## src/sgb_pkg.sv

```systemverilog
`timescale 1ns / 1ps
package sgb_pkg;

    localparam int MAX_WIDTH  = 1024;
    localparam int MAX_HEIGHT = 1024;
    localparam int DIM_W      = 11;
    localparam int COL_W      = $clog2(MAX_WIDTH);

    localparam logic ACT_PIXEL = 1'b0;
    localparam logic ACT_DRAIN = 1'b1;

    localparam logic [0:0] REG_WIDTH  = 1'b0;
    localparam logic [0:0] REG_HEIGHT = 1'b1;

    typedef struct packed {
        logic       action;
        logic [7:0] pixel_in;
    } in_item_t;

    typedef struct packed {
        logic [7:0] pixel_out;
        logic       frame_last;
    } out_item_t;

    // Work handed from the front to the back part: one stream step.
    // The mask bits enable the horizontal taps at offsets -2, -1, +1 and +2.
    typedef struct packed {
        logic             real_pix;
        logic [7:0]       pix;
        logic [DIM_W-1:0] in_row;
        logic [COL_W-1:0] in_col;
        logic             emit;
        logic             last;
        logic [3:0]       hmask;
    } step_t;

    // Weighted average floor((2*dot+sum)/(2*sum)). The tap weight totals that
    // can occur are 16, 15, 14, 11, 10 and 6; each divisor is a reciprocal
    // multiply that is exact over the whole numerator range.
    function automatic logic [7:0] wavg(input logic [11:0] dot, input logic [4:0] sum);
        logic [13:0] num;
        logic [31:0] q;
        begin
            num = {1'b0, dot, 1'b0} + 14'(sum);
            case (sum)
                5'd16:   q = 32'(num) >> 5;
                5'd15:   q = (32'(num) * 32'd34953) >> 20;
                5'd14:   q = (32'(num) * 32'd37450) >> 20;
                5'd11:   q = (32'(num) * 32'd47663) >> 20;
                5'd10:   q = (32'(num) * 32'd52429) >> 20;
                5'd6:    q = (32'(num) * 32'd87382) >> 20;
                default: q = '0;
            endcase
            wavg = q[7:0];
        end
    endfunction

endpackage

```

## src/sgb_front.sv

```systemverilog
`timescale 1ns / 1ps
module sgb_front (
    input  logic                       aclk,
    input  logic                       aresetn,
    input  logic                       clr,
    input  logic [sgb_pkg::DIM_W-1:0]  w,
    input  logic [sgb_pkg::DIM_W-1:0]  h,
    input  logic                       s_valid,
    output logic                       s_ready,
    input  sgb_pkg::in_item_t          s_data,
    output logic                       q_valid,
    input  logic                       q_ready,
    output sgb_pkg::step_t             q_data
);
    import sgb_pkg::*;

    logic [DIM_W-1:0] in_col_reg, in_row_reg, out_col_reg, out_row_reg;
    logic [21:0]      vpos_reg;
    logic             done, emit, last, take;
    logic [DIM_W:0]   thr;
    logic             q_valid_reg;
    step_t            q_data_reg;
    step_t            step_next;

    assign done    = in_row_reg >= h;
    assign thr     = {w, 1'b0} + 12'd2;
    assign emit    = (vpos_reg >= 22'(thr)) && (out_row_reg < h);
    assign last    = emit && (out_row_reg == h - 1'b1) && (out_col_reg == w - 1'b1);
    assign s_ready = !q_valid_reg || q_ready;
    assign take    = s_valid && s_ready && (done || s_data.action == ACT_PIXEL);
    assign q_valid = q_valid_reg;
    assign q_data  = q_data_reg;

    always_comb begin
        step_next.real_pix = !done;
        step_next.pix      = s_data.pixel_in;
        step_next.in_row   = in_row_reg;
        step_next.in_col   = in_col_reg[COL_W-1:0];
        step_next.emit     = emit;
        step_next.last     = last;
        step_next.hmask[0] = out_col_reg >= 11'd2;
        step_next.hmask[1] = out_col_reg >= 11'd1;
        step_next.hmask[2] = (out_col_reg + 11'd1) < w;
        step_next.hmask[3] = (out_col_reg + 11'd2) < w;
    end

    // The one-entry queue register decouples classification from the back part.
    always_ff @(posedge aclk) begin
        if (!aresetn || clr) begin
            in_col_reg <= '0; in_row_reg <= '0; out_col_reg <= '0;
            out_row_reg <= '0; vpos_reg <= '0;
            q_valid_reg <= 1'b0;
        end else begin
            if (s_ready) q_valid_reg <= take;
            if (take) begin
                q_data_reg <= step_next;
                if (last) begin
                    in_col_reg <= '0; in_row_reg <= '0; out_col_reg <= '0;
                    out_row_reg <= '0; vpos_reg <= '0;
                end else begin
                    vpos_reg <= vpos_reg + 22'd1;
                    if (in_col_reg + 1'b1 >= w) begin
                        in_col_reg <= '0;
                        in_row_reg <= in_row_reg + 1'b1;
                    end else begin
                        in_col_reg <= in_col_reg + 1'b1;
                    end
                    if (emit) begin
                        if (out_col_reg + 1'b1 >= w) begin
                            out_col_reg <= '0;
                            out_row_reg <= out_row_reg + 1'b1;
                        end else begin
                            out_col_reg <= out_col_reg + 1'b1;
                        end
                    end
                end
            end
        end
    end
endmodule

```

## config.mk

```make
export PLATFORM = sky130hd
export DESIGN_NAME = sgb_front
export DESIGN_NICKNAME = d
export VERILOG_FILES = /design/src/sgb_pkg.sv /design/src/sgb_front.sv
export SDC_FILE = /design/constraint.sdc
export NUM_CORES = 1
export LEC_CHECK = 0
export BUFFER_PORTS_ARGS = -buffer_cell sky130_fd_sc_hd__buf_2
export CAP_MARGIN = 10
export CORE_MARGIN = 2
export CORE_UTILIZATION = 44
export DETAILED_ROUTE_END_ITERATION = 8
export PLACE_DENSITY_LB_ADDON = 0.1
export SLEW_MARGIN = 40
export SYNTH_ARGS = -nofsm -noshare
export SYNTH_HDL_FRONTEND = slang
export SYNTH_SLANG_ARGS = --single-unit
export TNS_END_PERCENT = 1
```

## constraint.sdc

```tcl
create_clock -name aclk -period 4.6 [get_ports aclk]
set_clock_uncertainty 0.2 [all_clocks]
set_input_delay 0.69 -clock aclk [delete_from_list [all_inputs] [get_ports aclk]]
set_output_delay 0.69 -clock aclk [all_outputs]
set_load 0.005 [all_outputs]
```

* Word-level counts from Yosys, hierarchy flattened
Cells that the tools add are included.
** Storage, ports and cells
- Register bits after elaboration :: 103
- Input port bits :: 36
- Output and inout port bits :: 38
** Cells by class
- Add/sub/neg operators :: 9
- $lt $le $gt $ge :: 9
- Equal/unequal tests :: 2
- Muxes and demuxes :: 11
- Bitwise operators :: 2
- Reduce and logical (&&, ||, !) cells :: 18
** Operators with widths (number)
- $mux W11 :: 10
- $add A11 B1 Y11 const B :: 4
- $ge A11 B11 Y1 :: 3
- $lt A11 B11 Y1 :: 3
- $add A22 B1 Y22 const B :: 1
- $eq A11 B11 Y1 :: 2
- $ge A22 B12 Y1 :: 1
- $mux W22 :: 1
- $sub A11 B1 Y11 const B :: 2
- $add A12 B2 Y12 const B :: 1
- $add A11 B2 Y11 const B :: 1
- $ge A11 B1 Y1 const B :: 1
- $ge A11 B2 Y1 const B :: 1
- $reduce_and A2 Y1 :: 3
- $reduce_bool A2 Y1 :: 3
- $logic_and A1 B1 Y1 :: 5
- $logic_not A1 Y1 :: 3
- $logic_or A1 B1 Y1 :: 3
- $reduce_and A3 Y1 :: 1
- $not A1 Y1 :: 2

* Depth between registers and ports, before layout
Gate-level depths: netlist of the first run.
- Depth after elaboration :: 7
- Depth in mapped cells :: 17
- Depth with buffers taken out :: 14

* Worst setup path before layout of the first run
Ideal clock, no wire load.
- Kind :: input to register
- Start point :: in h[6] (netlist bit)
- End point :: reg q_data_reg (netlist bit q_data[0]), enable pin
- Setup time :: 429 ps
- Data arrival time :: 3637 ps
- Path slack :: 334 ps
- Stages :: 10
- Buffers on the path :: 2
- Cell sequence :: inv_1 ha_1 nand2_1 o21ai_0 a21oi_1 o2111ai_1 nand2_1 clkbuf_1 buf_1 nor2_1
** On the way
- Word-level cells in the longest chain between the ends :: 4
** RTL lines
- start: declaration :: RTL line sgb_front.sv:7 : input logic [sgb_pkg::DIM_W-1:0] h,
- $ge A11 B11 Y1 :: RTL line sgb_front.sv:25 : assign done = in_row_reg >= h;
- $logic_or A1 B1 Y1 :: RTL line sgb_front.sv:30 : assign take = s_valid && s_ready && (done || s_data.action == ACT_PIXEL);
- $logic_and A1 B1 Y1 :: RTL line sgb_front.sv:30
- $reduce_and A2 Y1 (no source line)
- end signal: assignment :: RTL line sgb_front.sv:56 : q_data_reg <= step_next;
- end: declaration :: RTL line sgb_front.sv:22 : step_t q_data_reg;
Every way passes these cells.
A chain may end at the register's enable or synchronous reset.

* Worst setup path in the final report of the first run
- Start point :: reg out_col_reg[1]
- End point :: reg out_col_reg[2]
** On the way
- Word-level cells in the longest chain between the ends :: 5
- Elaborated cells between the ends (all ways) :: 9
** RTL lines
- start: declaration :: RTL line sgb_front.sv:17 : logic [DIM_W-1:0] in_col_reg, in_row_reg, out_col_reg, out_row_reg;
- start signal: assignment :: RTL line sgb_front.sv:73 : out_col_reg <= out_col_reg + 1'b1;
- $add A11 B1 Y11 :: RTL line sgb_front.sv:69, sgb_front.sv:73
- $ge A11 B11 Y1 :: RTL line sgb_front.sv:69 : if (out_col_reg + 1'b1 >= w) begin
- $mux W11 :: RTL line sgb_front.sv:69
- $mux W11 :: RTL line sgb_front.sv:68 : if (emit) begin
- $mux W11 :: RTL line sgb_front.sv:57 : if (last) begin
Several ways; a longest one is shown, not always the timed one. The select of a mux whose other input is x is not followed.

==> results of run 1 <==
[metrics by stage]
stage          cells  total power [W]  hold WS [ns]  setup WS [ns]
3_5_place_dp    1070          0.00115         0.270          0.196
6_report        1086          0.00187         0.275          0.518
2_1_floorplan    798          0.00107         0.248          0.334
5_1_grt         1086          0.00195         0.289         0.0601
3_3_place_gp    1070          0.00114         0.257          0.273
4_1_cts         1086          0.00189         0.281          0.550
[placed cells by master (no fill, tap or decap), drive strengths merged, types with 6 or more instances in the layout]
cell	instances
o21a	7
edfxtp	36
nand3	46
nor2b	9
o21ai	36
nor2	45
nor3	22
o31ai	11
clkbuf	10
a21oi	55
or3	10
or4	11
dfxtp	67
ha	79
nor4	15
nand4	21
inv	44
and3	13
nand2	79
mux2i	6
nand2b	12
buf	91
xor2	29
xnor2	43
[critical path, stage by stage, from the launching register on]
cell and delay (ns):
dfxtp_1 0.51, ha_1 0.28, and3_1 0.22, and3_1 0.27
nand4_1 0.14, xnor2_1 0.19, ha_1 0.22, a2111oi_0 0.33
o21ai_0 0.16, o22ai_1 0.27, o31ai_2 0.20, a21oi_2 0.35
nand2_1 0.29, o41ai_1 0.34
[cells by family after synthesis]
| logic type | after synthesis |
|---|---|
| buffers and inverters | 76 |
| adders and majority gates | 79 |
| AOI/OAI and AO/OA | 159 |
| DFF | 103 |
| and+or+nand+nor | 303 |
| xor gates and xnor gates | 72 |
| muxes | 6 |
[layer usage]
layer  vias to the layer above  part of all wire (%)  GRT usage [%]
li1                       3049                     -              -
met1                      2932                    46           30.0
met2                       187                    47           38.2
met3                        31                   5.4           3.73
met4                         0                   1.9           7.59
met5                         -                     0              0
[worst paths after layout]
path / start / end / slack [ns] / cells past startpoint
setup / recovery: out_col_reg[1] / out_col_reg[2] / 0.52 / 13
hold / removal: in_col_reg[10] / in_col_reg[10] / 0.28 / 2
setup reg to reg: out_col_reg[1] / out_col_reg[2] / 0.52 / 13
hold reg to reg: in_col_reg[10] / in_col_reg[10] / 0.28 / 2
[cell type report]
cell class | count | area share, %
Clock buffer | 10 | 2.88
Multi-Input combinational cell | 619 | 54.1
Sequential cell | 103 | 30.5
Inverter | 41 | 1.94
Clock inverter | 6 | 0.677
Timing Repair Buffer | 91 | 6.46
Tap cell | 216 | 3.40
[power by group through the flow]
stage	combinational [W]	sequential [W]	clock (W)
2_1_floorplan	0.000107	0.000966	0
3_3_place_gp	0.000178	0.000965	0
3_5_place_dp	0.000184	0.000965	0
4_1_cts	0.000185	0.000944	0.000759
5_1_grt	0.000207	0.000944	0.000798
6_report	0.000186	0.000944	0.000739
==> qor.yml, run 1 <==
outcome:
  outcome: "completed"
timing:
  hold_viol_final: 0
  finalCriticalPeriod_ns: 4.08
  setup_viol: 0
  slew_viol_final: 0
  fmax_mhz: 245
  fin_crit_sh_pct: 88.7
  rsz0062_at_grt: "no"
  worstMarginPinSlew_ns: 0.784
  tns_ns: 0
  relSlewSlack_pct: 47.3
floorplanning:
  core_um2: 15700
  ios: 74
  die_x_um: 130
  die_h_um: 130
  die-area_um2: 17000
  initial_utilization_pct: 44.7
  num_rows: 46
pwr:
  power_frac_comb_pct: 10.0
  power_density_nw_per_um2: 235
  power_frac_seq_pct: 50.5
  p_leak_nw: 3.13
  pwr-share-clk_pct: 39.5
  switching_power_w: 0.000482
  vdd_drop_max_v: 0.000165
  p_int_w: 0.00139
  p_sw_share_pct: 25.8
place:
  gp_congestion: 0.899
  place_area_um2: 7660
  dpl.hpwl_um: 14600
  port_buffers: 73
detailed_routing:
  initialDrtViolationCount: 368
  drc: 0
  drt_first_pass_iters: 6
  vias: 6199
  wl_per_cell_um: 17.3
  vias_per_cell: 5.71
  drtAntennaViolNets: 0
  wl_um: 18800
logic_synthesis:
  synth_top_family_by_area: "simple AND/OR/NAND/NOR gates"
  yosys.area_share.adder_pct: 14.1
  synth_area_per_cell_um2: 8.79
  synth.distinct_cells: 65
  ys_async_sr_fraction_pct: 0
  synthFlopType: "dfxtp_1"
  ys_ff_latch: 103
  muxShareOfSynthArea_pct: 0.856
  synth.area.top_cells: "dfxtp_1 (19%), edfxtp_1 (15%), ha_1 (14%)"
  syn_nets: 913
  yosysWarnings: 0
  yosysSeqAreaShare_pct: 34.5
  synthCells: 798
  synthXorXnorAreaFrac_pct: 8.99
  synth-simple-area-share_pct: 22.4
  yosys.area.top_type_share_pct: 19.1
  synth_common_cells: "ha_1 (79), nand2_1 (79), dfxtp_1 (67)"
  synth_compound_area_share_pct: 14.7
  syn_area_um2: 7020
  synth_edf_count: 36
  yosysTopAreaCell: "dfxtp_1"
clock_tree:
  clockBufferDepth: 2
  clk_pin_slew_worst_paths_ns: 0.07
  hold_buffers: 0
  cts-buffers-inserted: 9
  htreeDepth: 3
  cts_sinks: 103
  clk_latency_ns: 0.36
  cts_root_buf: "clkbuf_16"
  cts_tree: "done"
  post_cts_buffers: 0
  cts.repair.resized: 0
finish:
  largest_reg_flops: 36
  final_util_pct: 50.5
  nNetsFinal: 980
  ff_latch_area_um2: 2420
  area_growth_pct: 13.2
  nFillCells: 1493
  multi_input_area_um2: 4300
  drive_gt1_share_pct: 13.9
  n_antenna_cell: 0
  fin_area_um2: 7940
setup_path:
  arrival_ns: 4.13
  start_kind: "flop"
  criticalPathCategory: "flop to flop"
  crit_fanout: 9
  endpoint_kind: "flop"
  cp.required_ns: 4.64
grt:
  antenna_found_initial: 0
  grt-ovfl-total: 0
  grt_max_degree: 37
  grt_pass1_vias: 5998
  grt_util_all_layers_pct: 22.8
  grt_pass1_wl_um: 30400
flow_run:
  cap_violations: 0
worst_hold_path:
  hold_class: "flop to flop"
Note: power is estimated with default switching activity, not from simulation.
==> run 2, diff against run 1 <==
--- a/config.mk
+++ b/config.mk
@@ -10,6 +10,7 @@
 export CORE_MARGIN = 2
 export CORE_UTILIZATION = 44
 export DETAILED_ROUTE_END_ITERATION = 8
+export GPL_TIMING_DRIVEN = 0
 export PLACE_DENSITY_LB_ADDON = 0.1
 export SLEW_MARGIN = 40
 export SYNTH_ARGS = -nofsm -noshare
==> run 2 against run 1 <==
Net effect: non-clock buffer count increased by 17; sequential cell count did not move; via count grew 0.60%; cell area grew 1.3%; critical endpoint is now in_row_reg[9]; highest routed layer unchanged.
==> qor.yml, run 2 (synthesized netlist as in run 1, its figures left out) <==
floorplanning:
  core_um2: 15700  # unchanged
  die-area_um2: 17000  # unchanged
  ios: 74  # unchanged
  die_h_um: 130  # unchanged
  num_rows: 46  # unchanged
  die_x_um: 130  # unchanged
  initial_utilization_pct: 44.7  # unchanged
detailed_routing:
  drtAntennaViolNets: 0  # unchanged
  drt_first_pass_iters: 6  # unchanged
  vias: 6236  # +0.60%
  drc: 0  # unchanged
  initialDrtViolationCount: 530  # +44%
  wl_per_cell_um: 17.4  # +0.52%
  wl_um: 19200  # +2.1%
  vias_per_cell: 5.65  # -0.95%
timing:
  fin_crit_sh_pct: 94.2  # +5.5 points
  slew_viol_final: 0  # unchanged
  finalCriticalPeriod_ns: 4.33  # +0.252 ns
  tns_ns: 0  # unchanged
  rsz0062_at_grt: "no"
  relSlewSlack_pct: 46.4  # -0.89 points
  hold_viol_final: 0  # unchanged
  setup_viol: 0  # unchanged
  fmax_mhz: 231  # -5.8%
  worstMarginPinSlew_ns: 0.805  # +0.0206 ns
  fin_ws_ns: 0.266  # -0.252 ns
pwr:
  p_sw_share_pct: 26.0  # +0.25 points
  power_frac_comb_pct: 9.7  # -0.3 points
  power_density_nw_per_um2: 242  # +2.9%
  power_frac_seq_pct: 48.4  # -2.1 points
  switching_power_w: 0.000507  # +5.3%
  p_int_w: 0.00144  # +3.9%
  p_leak_nw: 3.16  # +0.91%
  vdd_drop_max_v: 0.000169  # +2.4%
  pwr-share-clk_pct: 41.9  # +2.4 points
place:
  place_ws_ns: -0.783  # -0.979 ns
  gp_congestion: 0.922  # +2.6%
  port_buffers: 70  # -4.1%
  dpl.hpwl_um: 14900  # +2.5%
grt:
  antenna_found_initial: 0  # unchanged
  grt_max_degree: 20  # -46%
  grt_pass1_vias: 5705  # -4.9%
  grt_pass1_wl_um: 29700  # -2.4%
  grt-ovfl-total: 0  # unchanged
  grt_util_all_layers_pct: 22.7  # -0.13 points
finish:
  final_cell_mix: "ha_1 (79), nand2_1 (78), buf_2 (77)"
  final_common_cell: "ha_1"
  largest_reg_flops: 36  # unchanged
  n_antenna_cell: 0  # unchanged
  nNetsFinal: 997  # +1.7%
  drive_gt1_share_pct: 14.1  # +0.18 points
  area_growth_pct: 14.7
  final_util_pct: 51.2  # +0.68 points
  nFillCells: 1547  # +3.6%
setup_path:
  cp.required_ns: 4.64  # about the same
  crit_fanout: 10  # +1
  endpoint_kind: "flop"
  arrival_ns: 4.37  # +0.24 ns
  criticalPathCategory: "primary input to flop"
  start_kind: "primary input"
worst_hold_path:
  hold_class: "flop to flop"
clock_tree:
  cts_sinks: 103  # unchanged
  clk_latency_ns: 0.36  # about the same
  cts-buffers-inserted: 9  # unchanged
  htreeDepth: 3  # unchanged
  cts_root_buf: "clkbuf_16"
  clockBufferDepth: 2  # unchanged
  cts_tree: "done"
  clk_pin_slew_worst_paths_ns: 0.08  # about the same
flow_run:
  cap_violations: 0  # unchanged
outcome:
  outcome: "completed"
run 2: cell types whose count changed in the layout (fill, tap and decap cells not counted), sizes merged:
cell,delta
clkbuf,+22
buf,-6
bufinv,+1
run 2: repair_timing:
item | in CTS | in global routing
pin swaps | 0 | 1
resized for setup | 4 | 8
cloned | 0 | 0
setup buffers | 0 | 3
endpoints found under the setup margin | 47 | 47
hold endpoints to repair | 0 | 0
hold buffers | 0 | 0
run 2: through the flow:
step           area [µm²]  hold slack, ns  power, W  instances
2_1_floorplan        7020           0.248   0.00107        798
3_3_place_gp         7640           0.258   0.00114       1084
3_5_place_dp         7680           0.273   0.00115       1085
4_1_cts              8000           0.284   0.00196       1100
5_1_grt              8050           0.295   0.00202       1103
6_report             8050           0.283   0.00195       1103
run 2: per-layer routing:
| layer | GRT usage, % | share of wire [%] |
|---|---|---|
| met5 | 0 | 0 |
| met2 | 36.6 | 46 |
| met4 | 7.15 | 1.8 |
| met3 | 3.20 | 5.5 |
| met1 | 31.5 | 47 |
run 2: final timing paths:
kind / start / end / slack, ns / depth (start not counted)
max reg2reg: out_col_reg[1] / out_col_reg[2] / 0.43 / 13
max: w[3] / in_row_reg[9] / 0.27 / 17
min reg2reg: in_col_reg[10] / in_col_reg[10] / 0.28 / 2
min: in_col_reg[10] / in_col_reg[10] / 0.28 / 2
run 2: power groups by stage:
stage	registers, W	clock network, W	logic (W)
4_1_cts	0.000944	0.000836	0.000184
3_5_place_dp	0.000965	0	0.000182
6_report	0.000944	0.000817	0.000188
2_1_floorplan	0.000966	0	0.000107
5_1_grt	0.000944	0.000866	0.000207
3_3_place_gp	0.000965	0	0.000174
run 2: worst max-delay path, stage by stage:
cell and delay, ns:
clkbuf_2 0.23, clkinvlp_4 0.20, nor3_2 0.25, nand3_1 0.22, nor3_2 0.23, xnor2_1 0.09, ha_1 0.29, nand2_1 0.09
nor2_2 0.18, o31ai_1 0.18, a2111oi_2 0.39, o211a_1 0.24, clkbuf_4 0.26, a21boi_4 0.12, buf_2 0.22, o41ai_1 0.37
a21oi_1 0.10
run 2: area by class of cell:
| type | instances | area (µm²) | area share (%) |
|---|---|---|---|
| multi-input cells | 619 | 4330 | 53.8 |
| clock inverters | 7 | 85.1 | 1.06 |
| well taps | 216 | 270 | 3.36 |
| flip-flops and latches | 103 | 2420 | 30.1 |
| repair buffers | 74 | 400 | 4.97 |
| plain buffers | 34 | 158 | 1.96 |
| inverters | 41 | 158 | 1.96 |
| clock buffers | 9 | 225 | 2.80 |
==> run 3, diff against run 2 <==
--- a/config.mk
+++ b/config.mk
@@ -6,12 +6,11 @@
 export NUM_CORES = 1
 export LEC_CHECK = 0
 export BUFFER_PORTS_ARGS = -buffer_cell sky130_fd_sc_hd__buf_2
-export CAP_MARGIN = 10
+export CAP_MARGIN = 20
 export CORE_MARGIN = 2
 export CORE_UTILIZATION = 44
 export DETAILED_ROUTE_END_ITERATION = 8
 export GPL_TIMING_DRIVEN = 0
-export PLACE_DENSITY_LB_ADDON = 0.1
 export SLEW_MARGIN = 40
 export SYNTH_ARGS = -nofsm -noshare
 export SYNTH_HDL_FRONTEND = slang
==> run 3 against run 2 <==
Net effect: combinational power is 4% lower; via count is 3.4% lower; cell count is 0.27% lower; critical path type unchanged; largest cell class unchanged.
==> qor.yml, run 3 (synthesized netlist as in run 1, its figures left out) <==
clock_tree:
  clockBufferDepth: 2  # unchanged
  hold_buffers: 0  # unchanged
  post_cts_buffers: 0  # unchanged
  clk_latency_ns: 0.35  # about the same
  cts_sinks: 103  # unchanged
  htreeDepth: 3  # unchanged
  cts_tree: "done"
  clk_pin_slew_worst_paths_ns: 0.07  # about the same
  cts_root_buf: "clkbuf_16"
  cts-buffers-inserted: 9  # unchanged
timing:
  fmax_mhz: 222  # -4.0%
  worstMarginPinSlew_ns: 0.775  # -0.0299 ns
  rsz0062_at_grt: "yes"
  slew_viol_final: 0  # unchanged
  finalCriticalPeriod_ns: 4.51  # +0.179 ns
  hold_viol_final: 0  # unchanged
  whs_ns: 0.276  # -0.00705 ns
  relSlewSlack_pct: 48.2  # +1.9 points
  setup_viol: 0  # unchanged
  fin_crit_sh_pct: 98.1  # +3.9 points
pwr:
  power_density_nw_per_um2: 237  # -2.0%
  p_leak_nw: 3.13  # -0.94%
  vdd_drop_max_v: 0.000144  # -15%
grt:
  grt_max_degree: 21  # +5.0%
  grt_util_all_layers_pct: 21.6  # -1.1 points
  antenna_found_initial: 0  # unchanged
  grt_pass1_vias: 5543  # -2.8%
  grt_pass1_wl_um: 28600  # -3.8%
  grt-ovfl-total: 0  # unchanged
finish:
  area_growth_pct: 13.9
  nNetsFinal: 994  # -0.30%
  n_antenna_cell: 0  # unchanged
  final_common_cell: "ha_1"
  final_cell_mix: "ha_1 (79), buf_2 (78), nand2_1 (78)"
  largest_reg_flops: 36  # unchanged
  final_util_pct: 50.9  # -0.36 points
  drive_gt1_share_pct: 13.0  # -1.1 points
setup_path:
  endpoint_kind: "flop"
  start_kind: "primary input"
  r2r_slack_ns: 0.38  # -0.05 ns
  path_delay_family: "simple AND/OR/NAND/NOR gates"
  cp_slowest_cell: "or4_1"
  arrival_ns: 4.58  # +0.21 ns
  crit_fanout: 10  # unchanged
  cp_common_cell: "nor3_1"
  cp_cell_sequence: "clkbuf_2, inv_1, nor3_1, nand3_1, nor3_1, xnor2_1, ha_1, nand2_1, nor2_1, o31ai_1, a2111oi_2, o211a_1, clkbuf_4, nand2_2, or4_1, a21oi_1"
  cp.required_ns: 4.67  # +0.03 ns
  cpPeakStageDelay_ns: 0.55  # +0.16 ns
  criticalPathCategory: "primary input to flop"
  path_buf_inv: 3  # -1
place:
  gp_congestion: 0.916  # -0.61%
  dpl.hpwl_um: 13900  # -6.9%
  port_buffers: 70  # unchanged
outcome:
  outcome: "completed"
detailed_routing:
  wl_um: 17800  # -7.1%
  drc: 0  # unchanged
  vias_per_cell: 5.48  # -3.1%
  wl_per_cell_um: 16.2  # -6.9%
  drtAntennaViolNets: 0  # unchanged
  initialDrtViolationCount: 434  # -18%
  drt_first_pass_iters: 7  # +1
  vias: 6027  # -3.4%
floorplanning:
  die-area_um2: 17000  # unchanged
  die_h_um: 130  # unchanged
  initial_utilization_pct: 44.7  # unchanged
  core_um2: 15700  # unchanged
  num_rows: 46  # unchanged
  ios: 74  # unchanged
  die_x_um: 130  # unchanged
flow_run:
  cap_violations: 0  # unchanged
worst_hold_path:
  hold_class: "flop to flop"
run 3: cell count changes in the layout (fill, tap and decap cells not counted), moves of 2 or more:
cell      before  now
inv_6          3    1
nor3_2         3    1
nor3_1        19   21
clkinv_1       0    2
buf_4          3    0
run 3: path summary, 6_finish.rpt:
path / depth (start not counted) / startpoint / to
max: 16 / w[3] / out_row_reg[4]
max reg2reg: 13 / out_col_reg[1] / out_col_reg[4]
min reg2reg: 2 / in_col_reg[10] / in_col_reg[10]
min: 2 / in_col_reg[10] / in_col_reg[10]
run 3: where the power goes:
group | internal (W) | leakage [nW] | switching, W
Clock | 0.000422 | 0.141 | 0.000349
Combinational | 0.0000635 | 2.11 | 0.000118
Sequential | 0.000942 | 0.881 | 0.00000178
Total | 0.00143 | 3.13 | 0.000468
run 3: routing by layer:
metal / vias up / wire [µm] / track usage (%)
li1: 3087 / - / -
met1: 2754 / 8790 / 30.3
met2: 165 / 7840 / 34.9
met3: 21 / 932 / 2.99
met4: 0 / 243 / 6.14
met5: - / 0 / 0
run 3: per-stage QoR:
stage          power, W  cells  worst slack, ns  setup TNS [ns]  cell area, µm²
6_report        0.00190   1100           0.0870               0            7990
5_1_grt         0.00197   1100          -0.0510          -0.107            7990
4_1_cts         0.00192   1101           0.0682               0            7980
3_5_place_dp    0.00114   1085           -0.676          -21.38            7680
3_3_place_gp    0.00114   1084            -1.08          -61.27            7640
2_1_floorplan   0.00107    798            0.334               0            7020
run 3: final cells by class:
type | count | area, µm²
timing repair buffer | 71 | 378
sequential | 103 | 2420
buffer | 34 | 159
inverter | 41 | 154
clock inverter | 7 | 71.3
tap | 216 | 270
clock buffer | 9 | 225
fill | 1541 | 7720
multi-input combinational | 619 | 4310
run 3: what timing repair did:
action,CTS,global route
resized for setup,4,3
setup endpoints to repair,26,16
pin swaps,0,0
endpoints found under the hold margin,0,0
run 3: worst min-delay path, stage by stage (launching register included):
cell and delay, ns:
dfxtp_1 0.32, nand2_1 0.06, a21oi_1 0.05
